===== config.mk =====
export PLATFORM = sky130hd
export DESIGN_NAME = ppr_cell
export DESIGN_NICKNAME = d
export VERILOG_FILES = /design/src/sv/ppr_pkg.sv /design/src/sv/ppr_cell.sv
export SDC_FILE = /design/constraint.sdc
export NUM_CORES = 2
export LEC_CHECK = 0
export BUFFER_PORTS_ARGS = -buffer_cell sky130_fd_sc_hd__buf_4
export CORE_ASPECT_RATIO = 1.75
export CORE_MARGIN = 4
export CORE_UTILIZATION = 45
export DETAILED_ROUTE_END_ITERATION = 10
export PLACE_DENSITY = 0.65
export SLEW_MARGIN = 30
export SYNTH_ARGS = -nofsm -noshare
export SYNTH_HDL_FRONTEND = slang
export SYNTH_SLANG_ARGS = --single-unit

===== constraint.sdc =====
create_clock -name clk_i -period 0.8 [get_ports clk_i]
set_input_delay 0.16 -clock clk_i [delete_from_list [all_inputs] [get_ports clk_i]]
set_output_delay 0.16 -clock clk_i [all_outputs]
set_load 0.05 [all_outputs]

===== src/sv/ppr_pkg.sv =====
// ----------------------------------------------------------------------------
// ppr_pkg: shared types and constants of the point projector
// Stage payload structs, field widths and configuration register indexes.
// ----------------------------------------------------------------------------
package ppr_pkg;

  // configuration register indexes
  typedef enum logic [2:0] {
    CFG_FOCAL  = 3'd0,
    CFG_WIDTH  = 3'd1,
    CFG_HEIGHT = 3'd2,
    CFG_FAR    = 3'd3,
    CFG_NEAR   = 3'd4
  } cfg_idx_e;

  localparam int unsigned MaxImageSide = 256;
  localparam int unsigned CoordW = 32;
  localparam int unsigned FocalW = 20;
  localparam int unsigned SideW  = 9;
  localparam int unsigned DistW  = 20;
  localparam int unsigned CfgW   = 20;
  localparam int unsigned PixW   = 8;
  // remainder of the projection divide, divisor is 512*z
  localparam int unsigned RemW   = 56;
  localparam int unsigned DenW   = 40;
  // quotient bits for the largest supported image side
  localparam int unsigned QuoW   = 13;
  // gray search: scaled far, squared terms
  localparam int unsigned GrayW  = 8;
  localparam int unsigned SpanW  = 28;
  localparam int unsigned SqW    = 56;

  typedef struct packed {
    logic vld;
    logic last;
    logic ok;
    logic inband;
  } ctrl_t;

  typedef struct packed {
    logic [RemW-1:0] rem;
    logic [DenW-1:0] den;
    logic [QuoW-1:0] quo;
    logic            neg;
    logic            over;
  } axis_t;

  typedef struct packed {
    logic [SqW-1:0]   lhs;
    logic [SpanW-1:0] gdd;
    logic [GrayW-1:0] lvl;
  } gray_t;

  typedef struct packed {
    ctrl_t ctrl;
    axis_t ax;
    axis_t ay;
    gray_t gr;
  } stage_t;

endpackage


===== src/sv/ppr_cell.sv =====
// ----------------------------------------------------------------------------
// ppr_cell: one cell of the projection chain
// Resolves one quotient bit per axis, one gray level bit or both, as its BIT allows, then hands on.
// ----------------------------------------------------------------------------
module ppr_cell #(
  parameter int unsigned BIT = 0,
  parameter int unsigned QB  = 9
) (
  input  logic                        clk_i,
  input  logic                        rst_ni,
  input  logic [ppr_pkg::SpanW-1:0]   span_top_i,
  input  logic [ppr_pkg::DistW-1:0]   span_i,
  input  ppr_pkg::stage_t             prev_i,
  output ppr_pkg::stage_t             next_o
);

  ppr_pkg::stage_t next_d, next_q;

  // restoring divide step and gray search step
  generate
    if ((BIT < QB) && (BIT < ppr_pkg::GrayW)) begin : g_both
      logic [ppr_pkg::RemW-1:0]  trx, try_;
      logic [ppr_pkg::SpanW-1:0] step, tt;
      logic [ppr_pkg::SqW-1:0]   sq;
      always_comb begin
        trx    = ppr_pkg::RemW'(prev_i.ax.den) << BIT;
        try_   = ppr_pkg::RemW'(prev_i.ay.den) << BIT;
        step   = ppr_pkg::SpanW'(span_i) << BIT;
        tt     = span_top_i - prev_i.gr.gdd - step;
        sq     = tt * tt;
        next_d = prev_i;
        if (prev_i.ax.rem >= trx) begin
          next_d.ax.rem      = prev_i.ax.rem - trx;
          next_d.ax.quo[BIT] = 1'b1;
        end
        if (prev_i.ay.rem >= try_) begin
          next_d.ay.rem      = prev_i.ay.rem - try_;
          next_d.ay.quo[BIT] = 1'b1;
        end
        if (sq >= prev_i.gr.lhs) begin
          next_d.gr.gdd      = prev_i.gr.gdd + step;
          next_d.gr.lvl[BIT] = 1'b1;
        end
      end
    end else if (BIT < QB) begin : g_div
      logic [ppr_pkg::RemW-1:0] trx, try_;
      always_comb begin
        trx    = ppr_pkg::RemW'(prev_i.ax.den) << BIT;
        try_   = ppr_pkg::RemW'(prev_i.ay.den) << BIT;
        next_d = prev_i;
        if (prev_i.ax.rem >= trx) begin
          next_d.ax.rem      = prev_i.ax.rem - trx;
          next_d.ax.quo[BIT] = 1'b1;
        end
        if (prev_i.ay.rem >= try_) begin
          next_d.ay.rem      = prev_i.ay.rem - try_;
          next_d.ay.quo[BIT] = 1'b1;
        end
      end
    end else begin : g_gray
      logic [ppr_pkg::SpanW-1:0] step, tt;
      logic [ppr_pkg::SqW-1:0]   sq;
      always_comb begin
        step   = ppr_pkg::SpanW'(span_i) << BIT;
        tt     = span_top_i - prev_i.gr.gdd - step;
        sq     = tt * tt;
        next_d = prev_i;
        if (sq >= prev_i.gr.lhs) begin
          next_d.gr.gdd      = prev_i.gr.gdd + step;
          next_d.gr.lvl[BIT] = 1'b1;
        end
      end
    end
  endgenerate

  // cell register
  always_ff @(posedge clk_i or negedge rst_ni) begin
    if (!rst_ni) begin
      next_q <= '0;
    end else begin
      next_q <= next_d;
    end
  end

  assign next_o = next_q;

endmodule


==> flow_summary_export.csv <==
group,metric,value,unit
hold_path,min_to,"next_o[18]",
synthesis,yosysSeqAreaShare,19.3,%
grt,grt_pass1_wl,261,mm
placed_design,portBuffers,685,
cells_and_area,drive_above_1_share,35.6,%
timing,setup_viol,461,
grt,gr-total-overflow,0,
cells_and_area,syn2layout_area_growth,56.8,%
route,via_per_inst,5.36,
floorplanning,die_h,408,µm
critical_path,crit_fanout,5,
synthesis,synthFlopType,"dfrtp_1",
placed_design,placed_cells,7233,
timing,whs,-0.00300,ns
synthesis,synth_area_leaders,"fa_1, dfrtp_1, ha_1, inv_1, nand2_1",
timing,relSlewSlack,27.3,%
clocking,htreeDepth,2,
route,wl_per_cell,24.8,µm
timing,finalHoldViolCount,1,
route,wl_met3,14.9,mm
critical_path,start_kind,"primary input",
critical_path,cp_slowest_cell,"fa_2",
route,wl_met2,98.0,mm
synthesis,synthesis.nets,5820,
synthesis,yosys.area.top_type_share,30.7,%
clocking,cts_buffer_depth,3,
clocking,cts_tree,"done",
critical_path,cpMostUsedCell,"fa_1",
cells_and_area,largest_register_ffs,318,
placed_design,place_congestion,1.05,
critical_path,cp-end-kind,"register",
synthesis,synth-seq-cells,318,
timing,finalWorstSetupSlack,-10.38,ns
clocking,cts_inserted_buffers,34,
route,drc_errors,0,
timing,min_period,11.18,ns
synthesis,netlist_instances,4403,
clocking,clock-sinks,318,
route,vias,41400,
floorplanning,dieArea,0.0965,mm²
status,status,"finished, violations left",
clocking,clockRootBuffer,"clkbuf_16",
grt,grt_usage,36.2,%
critical_path,worstSetupPathType,"primary input to register",
hold_path,min_path_type,"primary input to register",
placed_design,place_hpwl,140,mm
route,dr.pass1.iters,6,
timing,max_freq,0.0895,GHz
grt,grt_max_degree,48,
timing,rsz0062_at_grt,"yes",
critical_path,worstPathRequired,1.28,ns
synthesis,ys_warn_count,0,
synthesis,ys_types,86,
grt,grt_pass1_vias,44700,
floorplanning,coreArea,0.0906,mm²
floorplanning,start_util,45.4,%
status,failed_checks,"negative hold slack, negative setup slack",
route,first_iter_violations,2562,
cells_and_area,instances_no_fill,7729,
timing,tightest_slew,1.08,ns
route,met1_length,53.8,mm
synthesis,synth_top_area_cell,"fa_1",
route,highest_layer,"met5",
hold_path,holdPathStages,4,
cells_and_area,fin_nets,7895,
route,wl,191,mm
timing,maxSlewViolCount,0,
hold_path,min-delay-start,"prev_i[18]",
synthesis,synth_area,0.0411,mm²
grt,antenna_found_initial,50,
route,ant_nets,0,
floorplanning,die_w,237,µm
floorplanning,ios,686,
timing,fin_crit_sh,1400,%
synthesis,async_reset_ff_share,100,%
critical_path,worstPathArrival,11.66,ns
floorplanning,num_rows,146,
clocking,clkTransAtPathRegs,0.06,ns
synthesis,synth_area_per_cell,9.34,µm²
flow_run,drv_cap,0,
critical_path,max_stage_delay,0.72,ns
synthesis,synth_edf_count,0,
## repair_timing
item | CTS | global route
hold buffers | 306 | 4
setup endpoints to repair | 461 | 461
pin swaps | 129 | 82
gates resized for setup | 347 | 438
hold endpoints to repair | 625 | 5
buffers inserted | 63 | 29
gates cloned | 13 | 0
## per-stage QoR
stage | worst slack [ns] | util (%) | TNS, ns | area [µm²]
4_1_cts | -10.19 | 69.2 | -735.34 | 62700
3_3_place_gp | -11.49 | 62.1 | -615.25 | 56300
6_report | -10.38 | 71.2 | -741.76 | 64500
5_1_grt | -10.79 | 71.2 | -764.55 | 64500
3_5_place_dp | -11.65 | 62.1 | -621.99 | 56300
2_1_floorplan | -10.21 | - | -501.81 | 42000
## logic make-up (layout without fill, tap and decap cells)
logic type                 count (synthesis)  after routing  share of synthesized area [%]
buffers and inverters                   1191           3289                           10.9
DFF                                      318            318                           19.3
muxes                                     52             52                           1.40
xor gates and xnor gates                 225            225                           4.83
other                                      0             44                              0
adders and majority gates               1049           1049                           43.4
and+or+nand+nor                          928            928                           10.0
AOI/OAI and AO/OA                        640            640                           10.0
## how the worst max path moves through the flow
stage	from	endpoint	slack, ns	cells after the start
after floorplan	span_top_i[0]	next_o[33]	-10.21	52
after global placement	span_top_i[0]	next_o[16]	-11.49	50
after detailed placement	span_top_i[0]	next_o[16]	-11.65	45
after CTS	span_top_i[0]	next_o[16]	-10.19	52
after global routing	prev_i[8]	next_o[30]	-10.79	57
final	span_top_i[0]	next_o[30]	-10.38	54
## critical path, delay by kind of cell
| kind | cells | cell delay (ns) |
|---|---|---|
| fa+ha+maj | 12 | 5.20 |
| compound gates | 18 | 3.04 |
| simple gates | 11 | 1.60 |
| buf+inv | 10 | 1.15 |
| xor+xnor | 3 | 0.48 |
## per-layer routing
| metal | GRT usage [%] | vias up |
|---|---|---|
| met4 | 34.6 | 12 |
| met3 | 7.97 | 1096 |
| met5 | 0 | - |
| li1 | - | 17800 |
| met2 | 66.6 | 2275 |
| met1 | 31.6 | 20200 |
## cell usage in the layout, fill, tap and decap left out, drive strengths merged, types with 189 or more instances in the layout
cell and n:
inv 1066, buf 1852, nor2 272, a21oi 189, ha 418, fa 631
dfrtp 318, dlygate4sd3 305, nand2 400
## area by class of cell
type | instances | area, µm²
antenna | 44 | 110
clock buffer | 45 | 953
clock inverter | 14 | 165
fill | 6493 | 26100
inverter | 1072 | 4060
multi-input combinational | 2894 | 30800
sequential | 318 | 7960
tap | 1184 | 1480
timing repair buffer | 2158 | 19000
## synthesized netlist by cell type, drive strengths merged, types with 87 or more instances
| library cell | instances |
|---|---|
| a21o | 138 |
| clkbuf | 101 |
| dfrtp | 318 |
| xnor2 | 138 |
| nor2 | 272 |
| nand2 | 400 |
| o21ai | 134 |
| ha | 418 |
| a21oi | 189 |
| inv | 1064 |
| xor2 | 87 |
| fa | 631 |
Power is left out: the tool's default activity adds up to more than one toggle a clock period on the data nets, which glitch-free logic cannot reach.
